`src/dlt_pkg.sv`:
```
`default_nettype none
// ----------------------------------------------------------------------------
// Devanagari transcriber package
// Shared types, code point constants and the letter table of the transcriber.
// ----------------------------------------------------------------------------
package dlt_pkg;

  localparam int CP_W = 21;

  localparam logic [CP_W-1:0] CP_NULL  = 21'h000000;
  localparam logic [CP_W-1:0] CP_ZWJ   = 21'h00200d;
  localparam logic [CP_W-1:0] CP_NUKTA = 21'h00093c;
  localparam logic [CP_W-1:0] CP_JA    = 21'h00091c;
  localparam logic [CP_W-1:0] CP_JHA   = 21'h00091d;
  localparam logic [CP_W-1:0] CP_PHA   = 21'h00092b;

  // Upper bits of every point in the range U+0900..U+097F.
  localparam logic [13:0] DEV_BLOCK = 14'h012;

  localparam logic [7:0] CH_SCHWA = 8'h61;
  localparam logic [7:0] CH_Z     = 8'h7a;
  localparam logic [7:0] CH_F     = 8'h66;
  localparam logic [7:0] CH_NUL   = 8'h00;

  localparam int FIFO_DEPTH = 4;
  localparam int FIFO_AW    = 2;

  typedef enum logic [1:0] {
    KIND_PLAIN,
    KIND_CONS,
    KIND_VSIGN
  } kind_t;

  typedef enum logic [1:0] {
    MODE_SKIP,
    MODE_PUSH,
    MODE_EDIT,
    MODE_FLUSH
  } mode_t;

  typedef struct packed {
    logic        listed;
    kind_t       kind;
    logic [1:0]  len;
    logic [23:0] text;
  } glyph_t;

  typedef struct packed {
    logic [CP_W-1:0] cp;
    logic            listed;
    kind_t           kind;
    logic [2:0]      nbytes;
    logic [31:0]     bytes;
  } cmd_t;

  typedef struct packed {
    logic       valid;
    logic       lit;
    logic       last;
    logic [7:0] data;
  } emit_t;

  function automatic glyph_t glyph_mk(input kind_t kind, input logic [23:0] txt);
    glyph_t g;
    g.listed = 1'b1;
    g.kind   = kind;
    if (txt[23:16] != 8'h00) begin
      g.len  = 2'd3;
      g.text = txt;
    end else if (txt[15:8] != 8'h00) begin
      g.len  = 2'd2;
      g.text = {txt[15:0], 8'h00};
    end else if (txt[7:0] != 8'h00) begin
      g.len  = 2'd1;
      g.text = {txt[7:0], 16'h0000};
    end else begin
      g.len  = 2'd0;
      g.text = 24'h000000;
    end
    return g;
  endfunction

  function automatic glyph_t glyph_lookup(input logic [6:0] off);
    glyph_t g;
    g = '0;
    unique case (off)
      7'h01: g = glyph_mk(KIND_PLAIN, "n");
      7'h02: g = glyph_mk(KIND_PLAIN, "n");
      7'h03: g = glyph_mk(KIND_PLAIN, "h");
      7'h05: g = glyph_mk(KIND_PLAIN, "a");
      7'h06: g = glyph_mk(KIND_PLAIN, "aa");
      7'h07: g = glyph_mk(KIND_PLAIN, "i");
      7'h08: g = glyph_mk(KIND_PLAIN, "ee");
      7'h09: g = glyph_mk(KIND_PLAIN, "u");
      7'h0a: g = glyph_mk(KIND_PLAIN, "oo");
      7'h0b: g = glyph_mk(KIND_PLAIN, "r");
      7'h0c: g = glyph_mk(KIND_PLAIN, "l");
      7'h0f: g = glyph_mk(KIND_PLAIN, "e");
      7'h10: g = glyph_mk(KIND_PLAIN, "ai");
      7'h11: g = glyph_mk(KIND_PLAIN, "o");
      7'h12: g = glyph_mk(KIND_PLAIN, "o");
      7'h13: g = glyph_mk(KIND_PLAIN, "o");
      7'h14: g = glyph_mk(KIND_PLAIN, "au");
      7'h15: g = glyph_mk(KIND_CONS, "k");
      7'h16: g = glyph_mk(KIND_CONS, "kh");
      7'h17: g = glyph_mk(KIND_CONS, "g");
      7'h18: g = glyph_mk(KIND_CONS, "gh");
      7'h19: g = glyph_mk(KIND_CONS, "n");
      7'h1a: g = glyph_mk(KIND_CONS, "ch");
      7'h1b: g = glyph_mk(KIND_CONS, "chh");
      7'h1c: g = glyph_mk(KIND_CONS, "j");
      7'h1d: g = glyph_mk(KIND_CONS, "jh");
      7'h1e: g = glyph_mk(KIND_CONS, "n");
      7'h1f: g = glyph_mk(KIND_CONS, "t");
      7'h20: g = glyph_mk(KIND_CONS, "th");
      7'h21: g = glyph_mk(KIND_CONS, "d");
      7'h22: g = glyph_mk(KIND_CONS, "dh");
      7'h23: g = glyph_mk(KIND_CONS, "n");
      7'h24: g = glyph_mk(KIND_CONS, "t");
      7'h25: g = glyph_mk(KIND_CONS, "th");
      7'h26: g = glyph_mk(KIND_CONS, "d");
      7'h27: g = glyph_mk(KIND_CONS, "dh");
      7'h28: g = glyph_mk(KIND_CONS, "n");
      7'h2a: g = glyph_mk(KIND_CONS, "p");
      7'h2b: g = glyph_mk(KIND_CONS, "ph");
      7'h2c: g = glyph_mk(KIND_CONS, "b");
      7'h2d: g = glyph_mk(KIND_CONS, "bh");
      7'h2e: g = glyph_mk(KIND_CONS, "m");
      7'h2f: g = glyph_mk(KIND_CONS, "y");
      7'h30: g = glyph_mk(KIND_CONS, "r");
      7'h32: g = glyph_mk(KIND_CONS, "l");
      7'h33: g = glyph_mk(KIND_CONS, "l");
      7'h35: g = glyph_mk(KIND_CONS, "v");
      7'h36: g = glyph_mk(KIND_CONS, "sh");
      7'h37: g = glyph_mk(KIND_CONS, "sh");
      7'h38: g = glyph_mk(KIND_CONS, "s");
      7'h39: g = glyph_mk(KIND_CONS, "h");
      7'h3d: g = glyph_mk(KIND_PLAIN, "'");
      7'h3e: g = glyph_mk(KIND_VSIGN, "aa");
      7'h3f: g = glyph_mk(KIND_VSIGN, "i");
      7'h40: g = glyph_mk(KIND_VSIGN, "ee");
      7'h41: g = glyph_mk(KIND_VSIGN, "u");
      7'h42: g = glyph_mk(KIND_VSIGN, "oo");
      7'h43: g = glyph_mk(KIND_VSIGN, "r");
      7'h44: g = glyph_mk(KIND_VSIGN, "rr");
      7'h47: g = glyph_mk(KIND_VSIGN, "e");
      7'h48: g = glyph_mk(KIND_VSIGN, "ai");
      7'h49: g = glyph_mk(KIND_VSIGN, "o");
      7'h4a: g = glyph_mk(KIND_VSIGN, "o");
      7'h4b: g = glyph_mk(KIND_VSIGN, "o");
      7'h4c: g = glyph_mk(KIND_VSIGN, "au");
      7'h4d: g = glyph_mk(KIND_VSIGN, 24'h000000);
      7'h50: g = glyph_mk(KIND_PLAIN, "aum");
      7'h58: g = glyph_mk(KIND_CONS, "k");
      7'h59: g = glyph_mk(KIND_CONS, "kh");
      7'h5a: g = glyph_mk(KIND_CONS, "g");
      7'h5b: g = glyph_mk(KIND_CONS, "z");
      7'h5c: g = glyph_mk(KIND_CONS, "d");
      7'h5d: g = glyph_mk(KIND_CONS, "dh");
      7'h5e: g = glyph_mk(KIND_CONS, "f");
      7'h60: g = glyph_mk(KIND_PLAIN, "rr");
      7'h61: g = glyph_mk(KIND_PLAIN, "ll");
      7'h62: g = glyph_mk(KIND_VSIGN, "l");
      7'h63: g = glyph_mk(KIND_VSIGN, "ll");
      7'h64: g = glyph_mk(KIND_PLAIN, "|");
      7'h65: g = glyph_mk(KIND_PLAIN, "||");
      7'h66: g = glyph_mk(KIND_PLAIN, "0");
      7'h67: g = glyph_mk(KIND_PLAIN, "1");
      7'h68: g = glyph_mk(KIND_PLAIN, "2");
      7'h69: g = glyph_mk(KIND_PLAIN, "3");
      7'h6a: g = glyph_mk(KIND_PLAIN, "4");
      7'h6b: g = glyph_mk(KIND_PLAIN, "5");
      7'h6c: g = glyph_mk(KIND_PLAIN, "6");
      7'h6d: g = glyph_mk(KIND_PLAIN, "7");
      7'h6e: g = glyph_mk(KIND_PLAIN, "8");
      7'h6f: g = glyph_mk(KIND_PLAIN, "9");
      default: g = '0;
    endcase
    return g;
  endfunction

endpackage
`default_nettype wire

```
`src/dlt_ram.sv`:
```
`default_nettype none
// ----------------------------------------------------------------------------
// Generic RAM
// One write port and one read port with registered read data.
// ----------------------------------------------------------------------------
module dlt_ram #(
  parameter int WIDTH = 8,
  parameter int DEPTH = 4,
  localparam int AW = (DEPTH > 1) ? $clog2(DEPTH) : 1
) (
  input  wire logic             clk,
  input  wire logic             we,
  input  wire logic [AW-1:0]    waddr,
  input  wire logic [WIDTH-1:0] wdata,
  input  wire logic [AW-1:0]    raddr,
  output logic      [WIDTH-1:0] rdata
);

  logic [WIDTH-1:0] mem_r [DEPTH];
  logic [WIDTH-1:0] rdata_r;

  always_ff @(posedge clk) begin
    if (we) begin
      mem_r[waddr] <= wdata;
    end
    rdata_r <= mem_r[raddr];
  end

  assign rdata = rdata_r;

endmodule
`default_nettype wire

```
`src/dlt_front.sv`:
```
`default_nettype none
// ----------------------------------------------------------------------------
// Transcriber front end
// Accepts an item, looks it up in the letter table or encodes it as UTF-8,
// and holds the resulting byte list for the sequencer.
// ----------------------------------------------------------------------------
module dlt_front (
  input  wire logic                      clk,
  input  wire logic                      rst_n,
  input  wire logic                      in_valid,
  input  wire logic [dlt_pkg::CP_W-1:0]  in_code_point,
  output logic                           in_stall,
  input  wire logic                      done,
  output logic                           cmd_valid,
  output dlt_pkg::cmd_t                  cmd
);
  import dlt_pkg::*;

  logic   cmd_valid_r;
  logic   cmd_valid_nxt;
  cmd_t   cmd_r;
  cmd_t   cmd_nxt;
  glyph_t g;
  logic   accept;

  assign in_stall = cmd_valid_r && !done;
  assign accept   = in_valid && !in_stall;

  always_comb begin
    g = glyph_lookup(in_code_point[6:0]);
    cmd_nxt.cp     = in_code_point;
    cmd_nxt.listed = g.listed && (in_code_point[20:7] == DEV_BLOCK);
    cmd_nxt.kind   = g.kind;
    if (cmd_nxt.listed) begin
      cmd_nxt.nbytes = {1'b0, g.len} + {2'b00, (g.kind == KIND_CONS)};
      cmd_nxt.bytes  = {g.text, 8'h00};
      if (g.kind == KIND_CONS) begin
        cmd_nxt.bytes = cmd_nxt.bytes | ({CH_SCHWA, 24'h000000} >> {g.len, 3'b000});
      end
    end else if (in_code_point < 21'h000080) begin
      cmd_nxt.nbytes = 3'd1;
      cmd_nxt.bytes  = {in_code_point[7:0], 24'h000000};
    end else if (in_code_point < 21'h000800) begin
      cmd_nxt.nbytes = 3'd2;
      cmd_nxt.bytes  = {3'b110, in_code_point[10:6], 2'b10, in_code_point[5:0], 16'h0000};
    end else if (in_code_point < 21'h010000) begin
      cmd_nxt.nbytes = 3'd3;
      cmd_nxt.bytes  = {4'b1110, in_code_point[15:12], 2'b10, in_code_point[11:6],
                        2'b10, in_code_point[5:0], 8'h00};
    end else begin
      cmd_nxt.nbytes = 3'd4;
      cmd_nxt.bytes  = {5'b11110, in_code_point[20:18], 2'b10, in_code_point[17:12],
                        2'b10, in_code_point[11:6], 2'b10, in_code_point[5:0]};
    end
  end

  always_comb begin
    cmd_valid_nxt = cmd_valid_r;
    if (accept) begin
      cmd_valid_nxt = 1'b1;
    end else if (done) begin
      cmd_valid_nxt = 1'b0;
    end
  end

  always_ff @(posedge clk) begin
    if (!rst_n) begin
      cmd_valid_r <= 1'b0;
    end else begin
      cmd_valid_r <= cmd_valid_nxt;
    end
  end

  always_ff @(posedge clk) begin
    if (accept) begin
      cmd_r <= cmd_nxt;
    end
  end

  assign cmd_valid = cmd_valid_r;
  assign cmd       = cmd_r;

endmodule
`default_nettype wire

```
`src/dlt_seq.sv`:
```
`default_nettype none
// ----------------------------------------------------------------------------
// Transcriber sequencer
// Works one step per cycle, unless it waits for room in the output queue, on
// the held bytes in the RAM ring: pushes, in-place edits, and the flush at the end of a string.
// ----------------------------------------------------------------------------
module dlt_seq #(
  parameter int HOLD_DEPTH = 3,
  localparam int AW = $clog2(HOLD_DEPTH)
) (
  input  wire logic          clk,
  input  wire logic          rst_n,
  input  wire logic          cmd_valid,
  input  wire dlt_pkg::cmd_t cmd,
  output logic               done,
  input  wire logic          credit_ok,
  output dlt_pkg::emit_t     emit,
  output logic               ram_we,
  output logic [AW-1:0]      ram_waddr,
  output logic [7:0]         ram_wdata,
  output logic [AW-1:0]      ram_raddr
);
  import dlt_pkg::*;

  localparam int CW = $clog2(HOLD_DEPTH + 1);
  localparam int SW = $clog2(HOLD_DEPTH + 2);
  localparam logic [CW-1:0] FULL = CW'(HOLD_DEPTH);

  logic [AW-1:0]   head_r, head_nxt;
  logic [CW-1:0]   count_r, count_nxt;
  logic [CP_W-1:0] prev_r, prev_nxt;
  logic            emitted_r, emitted_nxt;
  logic            isa_r [HOLD_DEPTH];
  logic            isa_nxt [HOLD_DEPTH];
  logic [SW-1:0]   step_r, step_nxt;
  mode_t           mode_r, mode_nxt;

  logic            first;
  logic            dev_c;
  logic            dev_p;
  logic            held;
  logic            edit0;
  logic            drop0;
  logic            del0;
  mode_t           mode0;
  mode_t           mode;
  logic [CW-1:0]   cnt_eff;
  logic [AW-1:0]   last_pos;
  logic [31:0]     shifted;
  logic [7:0]      push_byte;
  logic            full;
  logic            push_last;

  function automatic logic [AW-1:0] pos(input logic [AW-1:0] h, input logic [CW-1:0] off);
    logic [AW:0] sum;
    sum = {1'b0, h} + (AW+1)'(off);
    if (sum >= (AW+1)'(HOLD_DEPTH)) begin
      sum = sum - (AW+1)'(HOLD_DEPTH);
    end
    return sum[AW-1:0];
  endfunction

  always_comb begin
    first     = (step_r == '0);
    dev_c     = (cmd.cp[20:7] == DEV_BLOCK);
    dev_p     = (prev_r[20:7] == DEV_BLOCK);
    held      = (count_r != '0);
    last_pos  = pos(head_r, count_r - CW'(1));
    edit0     = !cmd.listed && (cmd.cp == CP_NUKTA) && (emitted_r || held);
    drop0     = !cmd.listed && !edit0 && dev_p && !dev_c && held && isa_r[last_pos];
    del0      = cmd.listed ? ((cmd.kind == KIND_VSIGN) && held) : drop0;
    priority if (cmd.cp == CP_ZWJ) begin
      mode0 = MODE_SKIP;
    end else if (edit0) begin
      mode0 = MODE_EDIT;
    end else if (!cmd.listed && (cmd.cp == CP_NULL)) begin
      mode0 = MODE_FLUSH;
    end else begin
      mode0 = MODE_PUSH;
    end
    mode      = first ? mode0 : mode_r;
    cnt_eff   = first ? (count_r - CW'(del0)) : count_r;
    shifted   = cmd.bytes << {step_r[1:0], 3'b000};
    push_byte = shifted[31:24];
    full      = (cnt_eff == FULL);
    push_last = (SW'(cmd.nbytes) == step_r + SW'(1));
  end

  always_comb begin
    head_nxt    = head_r;
    count_nxt   = count_r;
    prev_nxt    = prev_r;
    emitted_nxt = emitted_r;
    isa_nxt     = isa_r;
    step_nxt    = step_r;
    mode_nxt    = mode_r;
    done        = 1'b0;
    emit        = '0;
    ram_we      = 1'b0;
    ram_waddr   = head_r;
    ram_wdata   = push_byte;
    ram_raddr   = head_r;

    if (cmd_valid) begin
      mode_nxt = mode;
      unique case (mode)
        MODE_SKIP: begin
          done = 1'b1;
        end
        MODE_PUSH: begin
          if (cmd.nbytes == 3'd0) begin
            done      = 1'b1;
            count_nxt = cnt_eff;
            prev_nxt  = cmd.cp;
          end else if (!full || credit_ok) begin
            ram_we = 1'b1;
            if (first) begin
              prev_nxt = cmd.cp;
            end
            if (full) begin
              ram_waddr   = head_r;
              ram_raddr   = head_r;
              emit.valid  = 1'b1;
              head_nxt    = pos(head_r, CW'(1));
              emitted_nxt = 1'b1;
              count_nxt   = cnt_eff;
            end else begin
              ram_waddr = pos(head_r, cnt_eff);
              count_nxt = cnt_eff + CW'(1);
            end
            if (push_last) begin
              done = 1'b1;
            end else begin
              step_nxt = step_r + SW'(1);
            end
          end
        end
        MODE_EDIT: begin
          if (first) begin
            prev_nxt = cmd.cp;
            done     = 1'b1;
            if (prev_r == CP_JA) begin
              if (count_r >= CW'(2)) begin
                ram_we    = 1'b1;
                ram_waddr = pos(head_r, count_r - CW'(2));
                ram_wdata = CH_Z;
              end
            end else if (prev_r == CP_JHA) begin
              if (count_r >= CW'(3)) begin
                ram_we    = 1'b1;
                ram_waddr = pos(head_r, count_r - CW'(3));
                ram_wdata = CH_Z;
              end
            end else if (prev_r == CP_PHA) begin
              if (count_r >= CW'(3)) begin
                ram_we    = 1'b1;
                ram_waddr = pos(head_r, count_r - CW'(3));
                ram_wdata = CH_F;
                done      = 1'b0;
                step_nxt  = step_r + SW'(1);
              end
            end
          end else begin
            ram_we    = 1'b1;
            ram_waddr = pos(head_r, count_r - CW'(2));
            ram_wdata = CH_SCHWA;
            count_nxt = count_r - CW'(1);
            done      = 1'b1;
          end
        end
        MODE_FLUSH: begin
          if (credit_ok) begin
            emit.valid = 1'b1;
            if (step_r < SW'(cnt_eff)) begin
              ram_raddr = pos(head_r, CW'(step_r));
              count_nxt = cnt_eff;
              step_nxt  = step_r + SW'(1);
            end else begin
              emit.lit    = 1'b1;
              emit.last   = 1'b1;
              emit.data   = CH_NUL;
              done        = 1'b1;
              count_nxt   = '0;
              head_nxt    = '0;
              prev_nxt    = CP_NULL;
              emitted_nxt = 1'b0;
            end
          end
        end
        default: begin
          done = 1'b1;
        end
      endcase
    end

    if (ram_we) begin
      isa_nxt[ram_waddr] = (ram_wdata == CH_SCHWA);
    end
    if (done) begin
      step_nxt = '0;
    end
  end

  always_ff @(posedge clk) begin
    if (!rst_n) begin
      head_r    <= '0;
      count_r   <= '0;
      prev_r    <= CP_NULL;
      emitted_r <= 1'b0;
      isa_r     <= '{default: 1'b0};
      step_r    <= '0;
      mode_r    <= MODE_SKIP;
    end else begin
      head_r    <= head_nxt;
      count_r   <= count_nxt;
      prev_r    <= prev_nxt;
      emitted_r <= emitted_nxt;
      isa_r     <= isa_nxt;
      step_r    <= step_nxt;
      mode_r    <= mode_nxt;
    end
  end

endmodule
`default_nettype wire

```
`src/dlt_out.sv`:
```
`default_nettype none
// ----------------------------------------------------------------------------
// Transcriber output queue
// Joins RAM read data with literal bytes and queues them for the result
// channel, granting issue credit to the sequencer.
// ----------------------------------------------------------------------------
module dlt_out (
  input  wire logic           clk,
  input  wire logic           rst_n,
  input  wire dlt_pkg::emit_t emit,
  input  wire logic [7:0]     ram_rdata,
  output logic                credit_ok,
  output logic                out_valid,
  output logic [7:0]          out_byte,
  output logic                out_last,
  input  wire logic           out_stall
);
  import dlt_pkg::*;

  logic               p_valid_r;
  logic               p_lit_r;
  logic               p_last_r;
  logic [7:0]         p_data_r;
  logic [8:0]         fifo_r [FIFO_DEPTH];
  logic [FIFO_AW-1:0] wr_r, wr_nxt;
  logic [FIFO_AW-1:0] rd_r, rd_nxt;
  logic [FIFO_AW:0]   cnt_r, cnt_nxt;
  logic               push;
  logic               pop;
  logic [7:0]         push_data;

  assign push      = p_valid_r;
  assign pop       = out_valid && !out_stall;
  assign push_data = p_lit_r ? p_data_r : ram_rdata;
  assign credit_ok = (cnt_r + (FIFO_AW+1)'(p_valid_r)) < (FIFO_AW+1)'(FIFO_DEPTH);

  always_comb begin
    wr_nxt  = push ? wr_r + FIFO_AW'(1) : wr_r;
    rd_nxt  = pop ? rd_r + FIFO_AW'(1) : rd_r;
    cnt_nxt = cnt_r + (FIFO_AW+1)'(push) - (FIFO_AW+1)'(pop);
  end

  always_ff @(posedge clk) begin
    if (!rst_n) begin
      p_valid_r <= 1'b0;
      wr_r      <= '0;
      rd_r      <= '0;
      cnt_r     <= '0;
    end else begin
      p_valid_r <= emit.valid;
      wr_r      <= wr_nxt;
      rd_r      <= rd_nxt;
      cnt_r     <= cnt_nxt;
    end
  end

  always_ff @(posedge clk) begin
    p_lit_r  <= emit.lit;
    p_last_r <= emit.last;
    p_data_r <= emit.data;
    if (push) begin
      fifo_r[wr_r] <= {p_last_r, push_data};
    end
  end

  assign out_valid = (cnt_r != '0);
  assign out_byte  = fifo_r[rd_r][7:0];
  assign out_last  = fifo_r[rd_r][8];

endmodule
`default_nettype wire

```
`src/devanagari_to_latin_transcriber.sv`:
```
`default_nettype none
// ----------------------------------------------------------------------------
// Devanagari to Latin transcriber
// Turns a stream of Unicode code points into a Latin byte stream.
// ----------------------------------------------------------------------------
// Each item is one code point; each result is one byte, with out_last set on
// the zero byte that ends a string (sent for code point 0). The newest
// HOLD_DEPTH bytes are kept in a small ring RAM so that vowel signs, the final
// inherent a and the nukta can still edit them; older bytes leave as new ones
// arrive. An item writes its bytes to the ring one at a time through the
// single RAM write port; a nukta that rewrites pha first writes f and then
// moves the inherent a, and the end of a string reads out each held byte and
// then sends the terminator. A step that releases a byte waits while the
// result queue has no room. The result channel is decoupled by a four-entry
// queue, and no clearing pass follows reset.
module devanagari_to_latin_transcriber #(
  parameter int HOLD_DEPTH = 3
) (
  input  wire logic                      clk,
  input  wire logic                      rst_n,
  input  wire logic                      in_valid,
  input  wire logic [dlt_pkg::CP_W-1:0]  in_code_point,
  output logic                           in_stall,
  output logic                           out_valid,
  output logic [7:0]                     out_byte,
  output logic                           out_last,
  input  wire logic                      out_stall
);
  import dlt_pkg::*;

  localparam int AW = $clog2(HOLD_DEPTH);

  logic          done;
  logic          cmd_valid;
  cmd_t          cmd;
  logic          credit_ok;
  emit_t         emit;
  logic          ram_we;
  logic [AW-1:0] ram_waddr;
  logic [7:0]    ram_wdata;
  logic [AW-1:0] ram_raddr;
  logic [7:0]    ram_rdata;

  dlt_front u_front (
    .clk           (clk),
    .rst_n         (rst_n),
    .in_valid      (in_valid),
    .in_code_point (in_code_point),
    .in_stall      (in_stall),
    .done          (done),
    .cmd_valid     (cmd_valid),
    .cmd           (cmd)
  );

  dlt_seq #(
    .HOLD_DEPTH (HOLD_DEPTH)
  ) u_seq (
    .clk       (clk),
    .rst_n     (rst_n),
    .cmd_valid (cmd_valid),
    .cmd       (cmd),
    .done      (done),
    .credit_ok (credit_ok),
    .emit      (emit),
    .ram_we    (ram_we),
    .ram_waddr (ram_waddr),
    .ram_wdata (ram_wdata),
    .ram_raddr (ram_raddr)
  );

  dlt_ram #(
    .WIDTH (8),
    .DEPTH (HOLD_DEPTH)
  ) u_ram (
    .clk   (clk),
    .we    (ram_we),
    .waddr (ram_waddr),
    .wdata (ram_wdata),
    .raddr (ram_raddr),
    .rdata (ram_rdata)
  );

  dlt_out u_out (
    .clk       (clk),
    .rst_n     (rst_n),
    .emit      (emit),
    .ram_rdata (ram_rdata),
    .credit_ok (credit_ok),
    .out_valid (out_valid),
    .out_byte  (out_byte),
    .out_last  (out_last),
    .out_stall (out_stall)
  );

endmodule
`default_nettype wire
```
`config.mk`:
```
export PLATFORM = sky130hd
export DESIGN_NAME = devanagari_to_latin_transcriber
export DESIGN_NICKNAME = d
export VERILOG_FILES = /design/src/dlt_pkg.sv /design/src/dlt_ram.sv /design/src/dlt_front.sv /design/src/dlt_seq.sv /design/src/dlt_out.sv /design/src/devanagari_to_latin_transcriber.sv
export SDC_FILE = /design/constraint.sdc
export NUM_CORES = 1
export LEC_CHECK = 0
export BUFFER_PORTS_ARGS = -buffer_cell sky130_fd_sc_hd__clkbuf_2
export CELL_PAD_IN_SITES_DETAIL_PLACEMENT = 1
export CELL_PAD_IN_SITES_GLOBAL_PLACEMENT = 2
export CORE_UTILIZATION = 45
export DETAILED_ROUTE_END_ITERATION = 12
export PLACE_DENSITY_LB_ADDON = 0.1
export SYNTH_ARGS = -nofsm -noshare
export SYNTH_HDL_FRONTEND = slang
export SYNTH_HIERARCHICAL = 1
export SYNTH_SLANG_ARGS = --single-unit
```
`constraint.sdc`:
```
create_clock -name clk -period 22.2 [get_ports clk]
set_input_delay 4.44 -clock clk [delete_from_list [all_inputs] [get_ports clk]]
set_output_delay 4.44 -clock clk [all_outputs]
set_load 0.05 [all_outputs]
```
==> metrics.cfg <==
[layout]
antenna_cells = 0
num-fill-cells = 2672
stdcell_count = 1380
layout_common_cells = edfxtp_1 (119), nor2_1 (92), nand2_1 (79), o21ai_0 (63), dfxtp_1 (63)
nets = 1123
area_growth_pct = 8.77
mostFrequentLayoutCell = edfxtp_1
final_area_um2 = 11600
drive_gt1_share_pct = 12.5

[sta]
fmax_mhz = 98.0
fin_crit_sh_pct = 46.0
period_needed_ps = 10210
finalSetupViolations = 0
hold-worst-slack_ps = 444
hold_viol = 0
maxSlewViolCount = 0
rsz0062_at_grt = false
tightestPinTransition_ps = 1170
finalSetupTns_ps = 0
clock_skew_ps = 19.9
maxSlewHeadroom_pct = 21.4

[power_and_ir_drop]
pwr-share-clk_pct = 32.9
p_int_uw = 634
power_density_nw_per_um2 = 81.6
switching_power_uw = 314
combPwrFrac_pct = 24.1
power_uw = 948
p_leak_nw = 4.09
switching_share_pct = 33.1
ir_drop_uv = 42.7
seqPwrFrac_pct = 43.0

[worst_setup_path]
end_kind = output port
critical_path_required_ps = 17760
critPathLaunchType = flop
critPathMaxFanout = 8
arrival_ps = 5770
rr_startpoint = u_seq/count_r[1]$_SDFFE_PN0P_
reg2reg_to = u_ram/mem_r[1][3]$_DFFE_PP_
r2r_setup_slack_ps = 15240
r2r.worst_path.cells = 21
path_class = flop to output port

[drt]
dr.pass1.iters = 6
drtIter0Drc = 661
via_count = 8464
wl_per_cell_um = 22.6
routed_via_density = 6.13
antenna_left = 0
wirelength_um = 31100
post-route-drc-count = 0

[die]
fp-row-count = 56
die_h_um = 156
fp.dieW_um = 156
start_util_pct = 45.7
die_area_um2 = 24400
core-area_um2 = 23400
ios = 36

[clock_tree]
cts_hold_buf = 0
cts_max_path_buffers = 2
root_buffer = clkbuf_16
cts_tree = done
post-cts-setup-buffer-count = 0
cts-resized-gates = 0
cts_made_buffers = 17
cts.sinks = 182
h-tree-depth = 4
insertion_delay_ps = 430
clk_pin_slew_worst_paths_ps = 80

[synthesis]
synth_area_um2 = 10700
yosysWarningCount = 6
ys_seq_elements = 182
synth-main-ff-cell = edfxtp_1
synth_edf_count = 119
yosysSeqAreaShare_pct = 45.2
ys_types = 99
async_reset_ff_share_pct = 0
synth.avg_cell_area_um2 = 10.2
syn_inst = 1050

[grt]
gr-total-overflow = 0
grt_pass1_wl_um = 48600
grt_pass1_vias = 8511
grt_usage_pct = 26.3
grt_antenna_before_repair = 0
grt_max_degree = 70

[hold_path]
hold_start = u_ram/mem_r[2][4]$_DFFE_PP_
hp-class = flop to flop
hold_depth = 2
hold_path_end = u_ram/rdata[4]$_DFF_P_

[placement]
dp_hpwl_um = 21800
io_buffer_count = 35
place.gp.congestion = 0.852
postPlaceCellArea_um2 = 11000
dp_cells = 1348

[outcome]
status = completed

[flow_run]
cap_violations = 0

[cell type report]
| type | instances | area (um2) | area share [%] |
|---|---|---|---|
| Clock buffer | 18 | 429 | 3.69 |
| Timing Repair Buffer | 52 | 303 | 2.60 |
| Multi-Input combinational cell | 757 | 5340 | 45.9 |
| Sequential cell | 182 | 4830 | 41.6 |
| Inverter | 38 | 143 | 1.23 |
| Tap cell | 319 | 399 | 3.43 |
| Clock inverter | 14 | 178 | 1.53 |
[how the worst max path moves through the flow]
stage / from / end / slack (ps) / cells past startpoint
after floorplan: u_seq/count_r[1]$_SDFFE_PN0P_ / in_stall / 12840 / 19
after global placement: u_seq/count_r[1]$_SDFFE_PN0P_ / in_stall / 12710 / 21
after detailed placement: u_seq/count_r[1]$_SDFFE_PN0P_ / in_stall / 12530 / 19
after CTS: u_seq/count_r[1]$_SDFFE_PN0P_ / in_stall / 12060 / 19
after global routing: u_seq/count_r[1]$_SDFFE_PN0P_ / in_stall / 11640 / 21
final: u_seq/count_r[1]$_SDFFE_PN0P_ / in_stall / 11990 / 19
[cells in the mapped netlist, types with 22 or more instances]
master	instances	area, um2
edfxtp_1	119	3570
a22oi_1	25	188
o21ai_0	63	315
mux2i_1	22	220
a21oi_1	46	230
nor2_1	92	345
clkbuf_1	47	176
ha_1	45	563
nand2_1	79	297
nand2b_1	23	144
dfxtp_1	63	1260
nor3_1	26	130
inv_1	35	131
[metal layers]
metal | global-route usage (%) | up-vias | wire length (um)
met5 | 0 | - | 0
met4 | 6.58 | 0 | 416
met3 | 3.56 | 30 | 1440
met2 | 45.1 | 251 | 15300
met1 | 35.0 | 4227 | 14000
li1 | - | 3956 | -
[power groups by stage]
stage | registers [mW] | clock network (mW) | logic (mW)
floorplan | 0.406 | 0 | 0.174
global placement | 0.415 | 0 | 0.223
detailed placement | 0.416 | 0 | 0.227
CTS | 0.408 | 0.317 | 0.229
global route | 0.411 | 0.330 | 0.252
finish | 0.408 | 0.312 | 0.229
[state kept, by name (all words and copies together) (netlist names), 3 cells and up, named ones only]
| signal | count |
|---|---|
| u_out/p_data_r | 8 |
| u_out/cnt_r | 3 |
| u_seq/prev_r | 21 |
| u_front/cmd | 59 |
| u_ram/rdata | 8 |
| u_ram/mem_r | 24 |
| u_seq/step_r | 3 |
| u_out/fifo_r | 36 |
| u_seq/isa_r | 3 |
[through the flow]
step | setup slack (ps) | utilization [%]
final | 11990 | 49.7
after global routing | 11640 | 49.7
after CTS | 12060 | 49.7
after detailed placement | 12530 | 47.1
after global placement | 12710 | 47.1
after floorplan | 12840 | -
[critical path, stage by stage, from the launching register on]
cell	delay [ps]
dfxtp_1	530
inv_1	150
ha_1	350
inv_1	70
fa_1	510
ha_1	340
o311ai_0	460
a21oi_1	70
or4_1	500
a21oi_1	200
ha_1	200
nand2_1	70
xnor2_1	340
inv_1	130
ha_1	310
a211o_1	280
nand4_1	130
nand2_1	80
nor2b_1	270
clkbuf_2	340
[cell families after synthesis]
logic type,after synthesis,synth area share [%]
AO/OA/AOI/OAI,298,19.2
XOR/XNOR,9,0.866
adder cells (fa/ha/maj),50,6.21
buffers and inverters,118,5.13
flip-flops,182,45.2
multiplexers,50,6.80
other,1,0.0351
AND/OR/NAND/NOR,342,16.6
Power figures use the tool's default switching activity.
